## config.mk

```make
export PLATFORM = sky130hd
export DESIGN_NAME = bezier_curve_flattener
export DESIGN_NICKNAME = d
export VERILOG_FILES = /design/src/hdl/bcf_pkg.sv /design/src/hdl/bcf_ctrl.sv /design/src/hdl/bcf_dpath.sv /design/src/hdl/bezier_curve_flattener.sv
export SDC_FILE = /design/constraint.sdc
export NUM_CORES = 2
export LEC_CHECK = 0
export BUFFER_PORTS_ARGS = -buffer_cell sky130_fd_sc_hd__clkbuf_2
export CAP_MARGIN = 10
export CORE_UTILIZATION = 63
export CTS_CLUSTER_SIZE = 20
export DETAILED_ROUTE_END_ITERATION = 10
export PLACE_DENSITY = 0.91
export SLEW_MARGIN = 20
export SYNTH_ARGS = -nofsm -noshare
export SYNTH_HDL_FRONTEND = slang
export SYNTH_SLANG_ARGS = --single-unit
```

## constraint.sdc

```tcl
create_clock -name i_clk -period 11.8 [get_ports i_clk]
set_clock_uncertainty 0.2 [all_clocks]
set_input_delay 1.18 -clock i_clk [delete_from_list [all_inputs] [get_ports i_clk]]
set_output_delay 1.18 -clock i_clk [all_outputs]
set_load 0.03 [all_outputs]
```

## src/hdl/bcf_pkg.sv

```systemverilog
// shared types, constants and the evaluation program of the curve flattener
package bcf_pkg;

    localparam int COORD_BITS   = 24;
    localparam int MAX_SEGMENTS = 64;
    localparam int CNT_BITS     = 7;
    localparam int T_BITS       = 16;
    localparam int DIV_BITS     = T_BITS + 1;
    localparam int PC_BITS      = 4;
    localparam int DCNT_BITS    = 5;
    localparam int DIFF_BITS    = COORD_BITS + 1;
    localparam int PROD_BITS    = DIFF_BITS + T_BITS + 1;
    localparam int IN_DATA_W    = 232;
    localparam int OUT_DATA_W   = 128;

    typedef logic signed [COORD_BITS-1:0] t_coord;

    typedef enum logic [2:0] {
        ST_IDLE,
        ST_DIV,
        ST_LOAD,
        ST_EVAL,
        ST_EMIT,
        ST_FINAL
    } t_state;

    typedef enum logic [1:0] {
        OP_MUL,
        OP_PUSH,
        OP_DROP,
        OP_DONE
    } t_op;

    typedef struct packed {
        logic capture;
        logic div_step;
        logic load;
        t_op  op;
        logic save_prev;
        logic t_step;
        logic out_load;
        logic out_final;
    } t_cmd;

    typedef struct packed {
        logic                cubic;
        logic                out_free;
        logic [CNT_BITS-1:0] n;
    } t_status;

    // de casteljau program over a four entry shift line
    function automatic t_op op_at(input logic cubic, input logic [PC_BITS-1:0] pc);
        t_op r;
        if (cubic) begin
            unique case (pc)
                4'd0, 4'd2, 4'd4, 4'd7, 4'd9, 4'd13: r = OP_MUL;
                4'd1, 4'd3, 4'd5, 4'd8, 4'd10, 4'd14: r = OP_PUSH;
                4'd6, 4'd11, 4'd12:                 r = OP_DROP;
                default:                            r = OP_DONE;
            endcase
        end else begin
            unique case (pc)
                4'd0, 4'd2, 4'd6: r = OP_MUL;
                4'd1, 4'd3, 4'd7: r = OP_PUSH;
                4'd4, 4'd5:       r = OP_DROP;
                default:          r = OP_DONE;
            endcase
        end
        return r;
    endfunction

endpackage

```

## src/hdl/bcf_ctrl.sv

```systemverilog
// sequencer: divider steps, evaluation program, segment emission
module bcf_ctrl (
    input  logic             i_clk,
    input  logic             i_rst_n,
    input  logic             i_req_valid,
    output logic             o_req_ready,
    input  bcf_pkg::t_status i_status,
    output bcf_pkg::t_cmd    o_cmd
);

    bcf_pkg::t_state                     r_state, n_state;
    logic [bcf_pkg::PC_BITS-1:0]         r_pc, n_pc;
    logic [bcf_pkg::CNT_BITS-1:0]        r_i, n_i;
    logic [bcf_pkg::DCNT_BITS-1:0]       r_dcnt, n_dcnt;
    bcf_pkg::t_op                        op;
    logic [bcf_pkg::CNT_BITS:0]          i_next;

    always_ff @(posedge i_clk) begin
        if (!i_rst_n) begin
            r_state <= bcf_pkg::ST_IDLE;
            r_pc    <= '0;
            r_i     <= '0;
            r_dcnt  <= '0;
        end else begin
            r_state <= n_state;
            r_pc    <= n_pc;
            r_i     <= n_i;
            r_dcnt  <= n_dcnt;
        end
    end

    always_comb begin
        n_state     = r_state;
        n_pc        = r_pc;
        n_i         = r_i;
        n_dcnt      = r_dcnt;
        o_req_ready = 1'b0;
        o_cmd       = '0;
        o_cmd.op    = bcf_pkg::OP_DONE;
        op          = bcf_pkg::op_at(i_status.cubic, r_pc);
        i_next      = {1'b0, r_i} + 1'b1;
        unique case (r_state)
            bcf_pkg::ST_IDLE: begin
                o_req_ready = 1'b1;
                if (i_req_valid) begin
                    o_cmd.capture = 1'b1;
                    n_dcnt        = '0;
                    n_i           = '0;
                    n_state       = bcf_pkg::ST_DIV;
                end
            end
            bcf_pkg::ST_DIV: begin
                o_cmd.div_step = 1'b1;
                n_dcnt         = r_dcnt + 1'b1;
                if (r_dcnt == bcf_pkg::DCNT_BITS'(bcf_pkg::DIV_BITS - 1)) begin
                    n_state = bcf_pkg::ST_LOAD;
                end
            end
            bcf_pkg::ST_LOAD: begin
                o_cmd.load = 1'b1;
                n_pc       = '0;
                n_state    = bcf_pkg::ST_EVAL;
            end
            bcf_pkg::ST_EVAL: begin
                o_cmd.op = op;
                if (op == bcf_pkg::OP_DONE) begin
                    if (r_i == '0) begin
                        o_cmd.save_prev = 1'b1;
                        o_cmd.t_step    = 1'b1;
                        n_i             = i_next[bcf_pkg::CNT_BITS-1:0];
                        n_state = (i_next == {1'b0, i_status.n}) ? bcf_pkg::ST_FINAL
                                                                 : bcf_pkg::ST_LOAD;
                    end else begin
                        n_state = bcf_pkg::ST_EMIT;
                    end
                end else begin
                    n_pc = r_pc + 1'b1;
                end
            end
            bcf_pkg::ST_EMIT: begin
                if (i_status.out_free) begin
                    o_cmd.out_load  = 1'b1;
                    o_cmd.save_prev = 1'b1;
                    o_cmd.t_step    = 1'b1;
                    n_i             = i_next[bcf_pkg::CNT_BITS-1:0];
                    n_state = (i_next == {1'b0, i_status.n}) ? bcf_pkg::ST_FINAL
                                                             : bcf_pkg::ST_LOAD;
                end
            end
            bcf_pkg::ST_FINAL: begin
                if (i_status.out_free) begin
                    o_cmd.out_load  = 1'b1;
                    o_cmd.out_final = 1'b1;
                    n_state         = bcf_pkg::ST_IDLE;
                end
            end
            default: n_state = bcf_pkg::ST_IDLE;
        endcase
    end

endmodule

```

## src/hdl/bcf_dpath.sv

```systemverilog
// datapath: point store, step divider, parameter accumulator, lerp unit, output register
module bcf_dpath (
    input  logic                           i_clk,
    input  logic                           i_rst_n,
    input  logic [bcf_pkg::IN_DATA_W-1:0]  i_req_data,
    input  logic                           i_req_cubic,
    input  bcf_pkg::t_cmd                  i_cmd,
    output bcf_pkg::t_status               o_status,
    output logic                           o_out_valid,
    input  logic                           i_out_ready,
    output logic [bcf_pkg::OUT_DATA_W-1:0] o_out_data,
    output logic                           o_out_last
);

    localparam int CB = bcf_pkg::COORD_BITS;
    localparam int NB = bcf_pkg::CNT_BITS;
    localparam int SUM_BITS = bcf_pkg::PROD_BITS - bcf_pkg::T_BITS + 1;
    localparam logic signed [SUM_BITS-1:0] V_MAX = SUM_BITS'((2 ** (CB - 1)) - 1);
    localparam logic signed [SUM_BITS-1:0] V_MIN = SUM_BITS'(-(2 ** (CB - 1)));

    bcf_pkg::t_coord               r_px [4];
    bcf_pkg::t_coord               r_py [4];
    bcf_pkg::t_coord               r_wx [4];
    bcf_pkg::t_coord               r_wy [4];
    bcf_pkg::t_coord               r_prev_x, r_prev_y;
    logic                          r_cubic;
    logic [31:0]                   r_rgba;
    logic [NB-1:0]                 r_n;
    logic [NB-1:0]                 r_rem, r_rr;
    logic [bcf_pkg::DIV_BITS-1:0]  r_dvd, r_quo, r_t;
    logic signed [bcf_pkg::PROD_BITS-1:0] r_prod_x, r_prod_y;
    logic                          r_out_valid;
    logic                          r_out_last;
    bcf_pkg::t_coord               r_oax, r_oay, r_obx, r_oby;
    logic [31:0]                   r_orgba;

    logic [NB-1:0]                 seg_in, n_sat;
    logic [NB:0]                   rem_sh, rr_sum;
    logic signed [bcf_pkg::PROD_BITS-1:0] prod_x, prod_y;
    bcf_pkg::t_coord               res_x, res_y;
    logic                          out_free;

    function automatic logic signed [bcf_pkg::PROD_BITS-1:0] mul_diff(
        input bcf_pkg::t_coord a, input bcf_pkg::t_coord b,
        input logic [bcf_pkg::T_BITS-1:0] t);
        logic signed [bcf_pkg::DIFF_BITS-1:0] d;
        logic signed [bcf_pkg::T_BITS:0]      ts;
        d  = bcf_pkg::DIFF_BITS'(b) - bcf_pkg::DIFF_BITS'(a);
        ts = $signed({1'b0, t});
        return bcf_pkg::PROD_BITS'(d * ts);
    endfunction

    function automatic bcf_pkg::t_coord round_add(
        input bcf_pkg::t_coord a, input logic signed [bcf_pkg::PROD_BITS-1:0] p);
        logic signed [bcf_pkg::PROD_BITS-1:0] s;
        logic signed [SUM_BITS-1:0]           v;
        s = p + bcf_pkg::PROD_BITS'(32768);
        v = SUM_BITS'(s >>> bcf_pkg::T_BITS) + SUM_BITS'(a);
        if (v > V_MAX) begin
            return {1'b0, {(CB-1){1'b1}}};
        end else if (v < V_MIN) begin
            return {1'b1, {(CB-1){1'b0}}};
        end
        return v[CB-1:0];
    endfunction

    assign seg_in   = i_req_data[8*CB+32 +: NB];
    assign n_sat    = (seg_in == '0) ? NB'(1)
                    : (seg_in > NB'(bcf_pkg::MAX_SEGMENTS)) ? NB'(bcf_pkg::MAX_SEGMENTS)
                    : seg_in;
    assign rem_sh   = {r_rem, r_dvd[bcf_pkg::DIV_BITS-1]};
    assign rr_sum   = {1'b0, r_rr} + {1'b0, r_rem};
    assign prod_x   = mul_diff(r_wx[0], r_wx[1], r_t[bcf_pkg::T_BITS-1:0]);
    assign prod_y   = mul_diff(r_wy[0], r_wy[1], r_t[bcf_pkg::T_BITS-1:0]);
    assign res_x    = round_add(r_wx[0], r_prod_x);
    assign res_y    = round_add(r_wy[0], r_prod_y);
    assign out_free = !r_out_valid || i_out_ready;

    always_ff @(posedge i_clk) begin
        if (i_cmd.capture) begin
            r_px[0]  <= i_req_data[0 +: CB];
            r_py[0]  <= i_req_data[CB +: CB];
            r_px[1]  <= i_req_data[4*CB +: CB];
            r_py[1]  <= i_req_data[5*CB +: CB];
            r_px[2]  <= i_req_data[6*CB +: CB];
            r_py[2]  <= i_req_data[7*CB +: CB];
            r_px[3]  <= i_req_data[2*CB +: CB];
            r_py[3]  <= i_req_data[3*CB +: CB];
            r_cubic  <= i_req_cubic;
            r_rgba   <= i_req_data[8*CB +: 32];
            r_n      <= n_sat;
            r_rem    <= '0;
            r_dvd    <= {1'b1, {bcf_pkg::T_BITS{1'b0}}};
            r_quo    <= '0;
            r_t      <= '0;
            r_rr     <= '0;
        end
        if (i_cmd.div_step) begin
            r_dvd <= {r_dvd[bcf_pkg::DIV_BITS-2:0], 1'b0};
            if (rem_sh >= {1'b0, r_n}) begin
                r_rem <= NB'(rem_sh - {1'b0, r_n});
                r_quo <= {r_quo[bcf_pkg::DIV_BITS-2:0], 1'b1};
            end else begin
                r_rem <= rem_sh[NB-1:0];
                r_quo <= {r_quo[bcf_pkg::DIV_BITS-2:0], 1'b0};
            end
        end
        if (i_cmd.t_step) begin
            if (rr_sum >= {1'b0, r_n}) begin
                r_rr <= NB'(rr_sum - {1'b0, r_n});
                r_t  <= r_t + r_quo + 1'b1;
            end else begin
                r_rr <= rr_sum[NB-1:0];
                r_t  <= r_t + r_quo;
            end
        end
        if (i_cmd.load) begin
            r_wx[0] <= r_px[0];
            r_wy[0] <= r_py[0];
            r_wx[1] <= r_px[1];
            r_wy[1] <= r_py[1];
            r_wx[2] <= r_cubic ? r_px[2] : r_px[3];
            r_wy[2] <= r_cubic ? r_py[2] : r_py[3];
            r_wx[3] <= r_px[3];
            r_wy[3] <= r_py[3];
        end
        case (i_cmd.op)
            bcf_pkg::OP_MUL: begin
                r_prod_x <= prod_x;
                r_prod_y <= prod_y;
            end
            bcf_pkg::OP_PUSH, bcf_pkg::OP_DROP: begin
                for (int k = 0; k < 3; k++) begin
                    r_wx[k] <= r_wx[k+1];
                    r_wy[k] <= r_wy[k+1];
                end
                if (i_cmd.op == bcf_pkg::OP_PUSH) begin
                    r_wx[3] <= res_x;
                    r_wy[3] <= res_y;
                end
            end
            default: ;
        endcase
        if (i_cmd.out_load) begin
            r_oax   <= r_prev_x;
            r_oay   <= r_prev_y;
            r_obx   <= i_cmd.out_final ? r_px[3] : r_wx[3];
            r_oby   <= i_cmd.out_final ? r_py[3] : r_wy[3];
            r_orgba <= r_rgba;
        end
        if (i_cmd.save_prev) begin
            r_prev_x <= r_wx[3];
            r_prev_y <= r_wy[3];
        end
    end

    always_ff @(posedge i_clk) begin
        if (!i_rst_n) begin
            r_out_valid <= 1'b0;
            r_out_last  <= 1'b0;
        end else if (i_cmd.out_load) begin
            r_out_valid <= 1'b1;
            r_out_last  <= i_cmd.out_final;
        end else if (i_out_ready) begin
            r_out_valid <= 1'b0;
        end
    end

    assign o_status.cubic    = r_cubic;
    assign o_status.out_free = out_free;
    assign o_status.n        = r_n;
    assign o_out_valid       = r_out_valid;
    assign o_out_last        = r_out_last;
    assign o_out_data        = {r_orgba, r_oby, r_obx, r_oay, r_oax};

endmodule

```

## src/hdl/bezier_curve_flattener.sv

```systemverilog
// Bezier curve flattener top level
// Takes one quadratic or cubic curve request and emits n line segments (n = 1..64) at uniform
// parameter steps t = i/n, the final endpoint being the curve end point exactly. One shared pair
// of multipliers evaluates each point by repeated interpolation, after a serial divider finds
// the parameter step.
// A new request is taken once the previous one has handed its last segment to the output
// register.
module bezier_curve_flattener (
    input  logic                           i_clk,
    input  logic                           i_rst_n,
    input  logic                           i_s_axis_tvalid,
    output logic                           o_s_axis_tready,
    // start_x, start_y, end_x, end_y, ctrl_a_x, ctrl_a_y, ctrl_b_x, ctrl_b_y, rgba, segments
    input  logic [bcf_pkg::IN_DATA_W-1:0]  i_s_axis_tdata,
    // curve kind: 1 selects cubic, 0 quadratic
    input  logic                           i_s_axis_tuser,
    output logic                           o_m_axis_tvalid,
    input  logic                           i_m_axis_tready,
    // seg_a_x, seg_a_y, seg_b_x, seg_b_y, seg_rgba
    output logic [bcf_pkg::OUT_DATA_W-1:0] o_m_axis_tdata,
    output logic                           o_m_axis_tlast
);

    bcf_pkg::t_cmd    cmd;
    bcf_pkg::t_status status;

    bcf_ctrl u_ctrl (
        .i_clk       (i_clk),
        .i_rst_n     (i_rst_n),
        .i_req_valid (i_s_axis_tvalid),
        .o_req_ready (o_s_axis_tready),
        .i_status    (status),
        .o_cmd       (cmd)
    );

    bcf_dpath u_dpath (
        .i_clk       (i_clk),
        .i_rst_n     (i_rst_n),
        .i_req_data  (i_s_axis_tdata),
        .i_req_cubic (i_s_axis_tuser),
        .i_cmd       (cmd),
        .o_status    (status),
        .o_out_valid (o_m_axis_tvalid),
        .i_out_ready (i_m_axis_tready),
        .o_out_data  (o_m_axis_tdata),
        .o_out_last  (o_m_axis_tlast)
    );

endmodule

```

* Word level (Yosys, flattened, before mapping)
Memories as Yosys holds them, arrays and structs flattened. A register that Yosys moved wholly into a read port is not among the register bits. Cells that the tools add are included. Widths: inputs -> output; s select.
Cells by class: shift operators 0, reduce and logical (&&, ||, !) cells 18, $add $sub $neg 14, bitwise gates (word level) 8, divide/modulo/power cells 0, multiplexer cells 81, $mul 2, order comparisons 7, eq/ne operators 17
Operators with widths (count):
- $mux 24 | 18
- $mux 17 | 5
- $add 42x17->42 const B | 2
- $mul 25x17->42 | 2
- $mux 7 | 10
- $add 26x24->27 | 2
- $gt 27x24->1 const B | 2
- $lt 27x24->1 const B | 2
- $sub 24x24->25 | 2
- $mux 3 | 10
- $mux 1 | 22
- $pmux 7 s3 | 1
- $pmux 3 s6 | 1
- $add 17x1->17 const B | 1
- $add 17x17->17 | 1
- $ge 8x7->1 | 2
- $logic_not 7->1 | 2
- $sub 7x7->7 | 2
- $mux 2 | 6
- $mux 4 | 3
- $ne 2x1->1 const B | 5
- $pmux 5 s2 | 1
- $reduce_and 5->1 | 2
- $reduce_bool 2->1 | 5
- 25 further kinds | 38
Word-level totals: input port bits 237, output and inout bits 131, memories 6, bits in registers 370, bits in latches 0, ROM bits 48, RAM bits 384
Memories:
- u_dpath.r_px | depth 4, width 24, rd ports 4, clocked after memory_dff 0, wr ports 4, RTL line bcf_dpath.sv:21 | bcf_pkg::t_coord r_px [4];
- u_dpath.r_py | depth 4, width 24, rd ports 4, clocked after memory_dff 0, wr ports 4, RTL line bcf_dpath.sv:22 | bcf_pkg::t_coord r_py [4];
- u_dpath.r_wx | depth 4, width 24, rd ports 4, clocked after memory_dff 0, wr ports 4, RTL line bcf_dpath.sv:23 | bcf_pkg::t_coord r_wx [4];
- u_dpath.r_wy | depth 4, width 24, rd ports 4, clocked after memory_dff 0, wr ports 4, RTL line bcf_dpath.sv:24 | bcf_pkg::t_coord r_wy [4];
- (no name shown) | depth 16, width 2, rd ports 1, clocked after memory_dff 1, wr ports 0, RTL line bcf_pkg.sv:55 | unique case (pc)
- (no name shown) | depth 8, width 2, rd ports 1, clocked after memory_dff 1, wr ports 0, RTL line bcf_pkg.sv:62 | unique case (pc)

* Depth between registers and ports, before layout
depth after elaboration 8, gate-level depth with buffers 36, gate-level depth less buffers 36

* Modules after synthesis
A second synthesis with hierarchy kept.
Second synthesis, totals: cells, all modules 5699, area total of the unflattened synthesis 62677.6 sq um
Modules (own cells, without submodules):
- bcf_dpath | cells each 5479, times used 1, area each 60982.2 sq um, seq. area each 21090.2 sq um
- bcf_ctrl | cells each 220, times used 1, area each 1695.4 sq um, seq. area each 460.4 sq um

* Least setup slack after synthesis
No wires, ideal clock.
kind input port to flip-flop, start point in i_m_axis_tready, end point reg u_dpath.r_obx[23], data pin, required time 11.340 ns, data arrival time 8.501 ns, library setup time 0.260 ns, path slack 2.839 ns, stages on the path 6, path through nand2b_1 nand2_1 nor2_1 nand2_1 clkbuf_1 mux2_2
On the way: longest elaborated chain between the ends 4
Ends and longest elaborated chain:
- start: declaration | RTL line bezier_curve_flattener.sv:18 | input logic i_m_axis_tready,
- $logic_or 1x1->1 | RTL line bcf_dpath.sv:77 | assign out_free = !r_out_valid || i_out_ready;
- $mux 2 | RTL line bcf_ctrl.sv:91 | if (i_status.out_free) begin
- $mux 1 | RTL line bcf_ctrl.sv:42 | unique case (r_state)
- $mux 24 | RTL line bcf_dpath.sv:147 | r_obx <= i_cmd.out_final ? r_px[3] : r_wx[3];
- end signal: assignment | RTL line bcf_dpath.sv:147
- end: declaration | RTL line bcf_dpath.sv:34 | bcf_pkg::t_coord r_oax, r_oay, r_obx, r_oby;
Every way passes these cells. A chain may end at the register's enable or synchronous reset.

==> flow_summary.html <==
<table>
<tr><th>Metric</th><th>Value</th></tr>
<tr><th colspan="2">Job</th></tr>
<tr><td>Number of max-capacitance violations reported</td><td>0</td></tr>
<tr><th colspan="2">Floorplanning</th></tr>
<tr><td>Number of top-level pins</td><td>about 370</td></tr>
<tr><td>Die Y-Extent</td><td>316 µm</td></tr>
<tr><td>Die width</td><td>316 µm</td></tr>
<tr><td>Core box area</td><td>0.0971 mm²</td></tr>
<tr><td>Starting density of the core</td><td>63.9%</td></tr>
<tr><td>Number of cell rows</td><td>114</td></tr>
<tr><td>Die area</td><td>0.0998 mm²</td></tr>
<tr><th colspan="2">Timing</th></tr>
<tr><td>Max-slew violation count</td><td>0</td></tr>
<tr><td>Fmax</td><td>93.6 MHz</td></tr>
<tr><td>Final hold violation count</td><td>0</td></tr>
<tr><td>Headroom to the max-slew limit</td><td>20.9%</td></tr>
<tr><td>Total of endpoints with negative setup slack in the final report</td><td>0</td></tr>
<tr><td>Minimum setup slack in the final design</td><td>approximately 1.1 ns</td></tr>
<tr><td>Final Cycle Share</td><td>90.6%</td></tr>
<tr><td>Aggregate negative setup slack</td><td>0 ns</td></tr>
<tr><td>Pin slew with the least headroom to its limit</td><td>1.18 ns</td></tr>
<tr><td>Setup repair after global routing missed its margin</td><td>no</td></tr>
<tr><td>Post-layout min period</td><td>10.69 ns</td></tr>
<tr><th colspan="2">Routing</th></tr>
<tr><td>Top routing layer in use</td><td>met4</td></tr>
<tr><td>Total via count after detailed routing</td><td>45895</td></tr>
<tr><td>Number of violations reported at the end of detailed-routing iteration 0</td><td>5192</td></tr>
<tr><td>Routed length per placed instance</td><td>23.0 µm</td></tr>
<tr><td>Wire length on met2</td><td>84.9 mm</td></tr>
<tr><td>Number of design rule violations left after detail routing</td><td>0</td></tr>
<tr><td>Number of optimization iterations in the first detailed-route pass</td><td>9</td></tr>
<tr><td>Number of nets with antenna violations after detailed routing</td><td>0</td></tr>
<tr><td>Post-DR vias/cell</td><td>a little over 6</td></tr>
<tr><td>DR WL met3</td><td>approximately 17 mm</td></tr>
<tr><td>Routed met1 length</td><td>54.6 mm</td></tr>
<tr><td>Total detailed-routing wirelength</td><td>170 mm</td></tr>
<tr><th colspan="2">Place</th></tr>
<tr><td>Number of port buffers</td><td>366</td></tr>
<tr><td>Post-placement worst setup slack</td><td>1.66 ns</td></tr>
<tr><td>RePlAce Congestion</td><td>between 0.9 and 1</td></tr>
<tr><td>Detailed placement HPWL</td><td>around 120 mm</td></tr>
<tr><td>Inst Count DP</td><td>7216</td></tr>
<tr><th colspan="2">Critical path</th></tr>
<tr><td>Critical Path Most Common Cell</td><td>sky130_fd_sc_hd__fa_1</td></tr>
<tr><td>Worst Path Class, Setup</td><td>reg2reg</td></tr>
<tr><td>Type of destination of the critical path</td><td>flop</td></tr>
<tr><td>Startpoint kind of the worst setup timing path</td><td>flop</td></tr>
<tr><td>Critical path depth</td><td>33</td></tr>
<tr><td>Register-to-Register Path Depth</td><td>33</td></tr>
<tr><td>Largest delay share family, worst path</td><td>compound AO/OA/AOI/OAI gates</td></tr>
<tr><td>Number of buffer and inverter instances along the worst setup path</td><td>5</td></tr>
<tr><td>CP Max Fanout</td><td>16</td></tr>
<tr><td>Data required time at the worst endpoint</td><td>11.99 ns</td></tr>
<tr><td>CP peak stage delay</td><td>0.83 ns</td></tr>
<tr><td>Arrival time at the worst endpoint</td><td>10.88 ns</td></tr>
<tr><td>Slowest CP cell</td><td>sky130_fd_sc_hd__a21oi_2</td></tr>
<tr><th colspan="2">GRT</th></tr>
<tr><td>Via count of the first global-routing pass</td><td>49683</td></tr>
<tr><td>Tot GR Track Use</td><td>between 30% and 40%</td></tr>
<tr><td>First-pass GRT wire length</td><td>261 mm</td></tr>
<tr><td>Largest net degree at the start of global routing</td><td>between 100 and 150</td></tr>
<tr><td>Antenna violations before repair</td><td>10</td></tr>
<tr><td>Remaining global-route overflow</td><td>0</td></tr>
<tr><th colspan="2">Clock network</th></tr>
<tr><td>Count of H-tree levels built during CTS</td><td>3</td></tr>
<tr><td>Source-to-sink clock delay at the later pin of the worst-skew pair</td><td>0.67 ns</td></tr>
<tr><td>Register clock-pin slew on the reported worst setup and hold paths</td><td>0.07 ns</td></tr>
<tr><td>TritonCTS clock tree</td><td>built</td></tr>
<tr><td>CTS Buffer Depth</td><td>3</td></tr>
<tr><td>Post-CTS Resized</td><td>0</td></tr>
<tr><td>Post-CTS setup-driven buffer insertion count</td><td>0</td></tr>
<tr><td>Count of hold-fix buffers inserted at cts</td><td>0</td></tr>
<tr><td>Number of sinks on the clock net</td><td>726</td></tr>
<tr><td>Total CTS buffers</td><td>71</td></tr>
<tr><td>CTS Root Cell</td><td>sky130_fd_sc_hd__clkbuf_16</td></tr>
<tr><th colspan="2">Layout</th></tr>
<tr><td>Fraction of layout instances using a drive strength above 1</td><td>between 10% and 20%</td></tr>
<tr><td>Count of non-filler cells in the finished layout</td><td>7358</td></tr>
<tr><td>Most frequent standard cell in the layout excluding fill and tap cells</td><td>sky130_fd_sc_hd__inv_1</td></tr>
<tr><td>Top library cells by usage in the layout, fill and taps aside</td><td>1063 x sky130_fd_sc_hd__inv_1, 786 x sky130_fd_sc_hd__fa_1, 701 x sky130_fd_sc_hd__edfxtp_1, 652 x sky130_fd_sc_hd__nand2_1, 366 x sky130_fd_sc_hd__clkbuf_2</td></tr>
<tr><td>Final #Nets</td><td>between 7000 and 8000</td></tr>
<tr><td>Synthesis-to-finish area growth</td><td>9.21%</td></tr>
<tr><th colspan="2">Yosys</th></tr>
<tr><td>Post-synth cell types</td><td>just under 90</td></tr>
<tr><td>Total standard cell area after synthesis</td><td>approximately 0.062 mm²</td></tr>
<tr><td>YS warnings</td><td>0</td></tr>
<tr><td>Synth Net Count</td><td>approximately 7100</td></tr>
<tr><td>Post-Syn Instances</td><td>5710</td></tr>
<tr><td>Seq cells post-synth</td><td>726</td></tr>
<tr><td>Average cell area after synthesis</td><td>10.9 µm²</td></tr>
<tr><td>Post-synth EDFFs</td><td>between 700 and 800</td></tr>
<tr><td>Sequential area share after synthesis</td><td>34.7%</td></tr>
<tr><td>Share of synthesized flip-flops with an asynchronous set or reset</td><td>0%</td></tr>
<tr><td>Top flip-flop cell by instance count after synthesis</td><td>sky130_fd_sc_hd__edfxtp_1</td></tr>
<tr><th colspan="2">Min path</th></tr>
<tr><td>Cell count of the worst hold path</td><td>0</td></tr>
<tr><td>Tightest Hold Check Type</td><td>reg2reg</td></tr>
<tr><th colspan="2">Run status</th></tr>
<tr><td>Run status</td><td>finished clean</td></tr>
</table>
==> cell type report <==
cell class	instances	area, µm²
Multi-Input combinational cell	3710	35900
Fill cell	5938	29300
Sequential cell	726	21600
Inverter	1066	4010
Timing Repair Buffer	438	2370
Clock buffer	85	1870
Tap cell	1276	1600
Clock inverter	42	450
Antenna cell	15	37.5
==> cells by family after synthesis <==
family / Yosys count / synth area share [%]
xor+xnor: 233 / 3.29
flops: 726 / 34.7
buf+inv: 1274 / 7.76
mux: 178 / 3.12
simple gates: 1512 / 11.7
fa+ha+maj: 1137 / 32.4
compound gates: 650 / 6.96
==> sequential cells by signal, indices dropped and copies added, names as in the netlist, 27 cells and up, named ones only <==
name / count
u_dpath.r_rgba: 32
u_dpath.r_wx: 96
u_dpath.r_wy: 96
u_dpath.r_px: 96
u_dpath.r_py: 96
u_dpath.r_prod_x: 27
u_dpath.r_prod_y: 27
u_dpath.r_orgba: 32
==> synth_stat cells (all sizes together) (9+ instances only) <==
library cell  count  area, µm²
or3              16        100
o21a             34        255
clkbuf          194        728
o211ai           13       97.6
fa              786      15700
nand4            20        125
a211o             9       78.8
buf              14       87.6
nand2b           41        257
o311ai           10        103
and3             39        244
nand3            66        330
nand2           654       2450
a21oi           188        956
nor2            187        702
dfxtp            25        500
nor3             50        255
nor2b            62        388
a21o             66        495
ha              351       4390
xnor2           157       1380
and2            321       2010
a211oi           26        205
mux2i            53        531
mux2            125       1410
edfxtp          701      21100
inv            1066       4000
xor2             76        666
o31ai            16        139
o21ai           166        831
or2              19        119
o21bai           20        150
o221ai           25        344
a31oi            18        119
==> stage by stage <==
stage | hold slack (ns) | cell area, µm² | util, %
after CTS | 0.215 | 67800 | 69.8
after global placement | 0.200 | 65400 | 67.4
after detailed placement | 0.205 | 65400 | 67.4
final | 0.217 | 67800 | 69.8
after global routing | 0.222 | 67800 | 69.8
after floorplan | 0.200 | 62100 | -
==> final timing paths <==
check | from | end | slack, ns
max reg2reg | u_dpath.r_wx[1][0] | u_dpath.r_prod_x[38] | 1.11
max | u_dpath.r_wx[1][0] | u_dpath.r_prod_x[38] | 1.11
min reg2reg | u_dpath.r_rgba[7] | u_dpath.r_orgba[7] | 0.22
min | u_dpath.r_rgba[7] | u_dpath.r_orgba[7] | 0.22
==> routing by layer <==
metal / global-route usage, % / vias to the layer above
li1: - / 19035
met1: 38.5 / 22371
met2: 58.2 / 3401
met3: 6.42 / 1088
met4: 23.6 / 0
met5: 0 / -
Power is left out: the tool's default activity adds up to more than one toggle a clock period on the data nets, which glitch-free logic cannot reach.
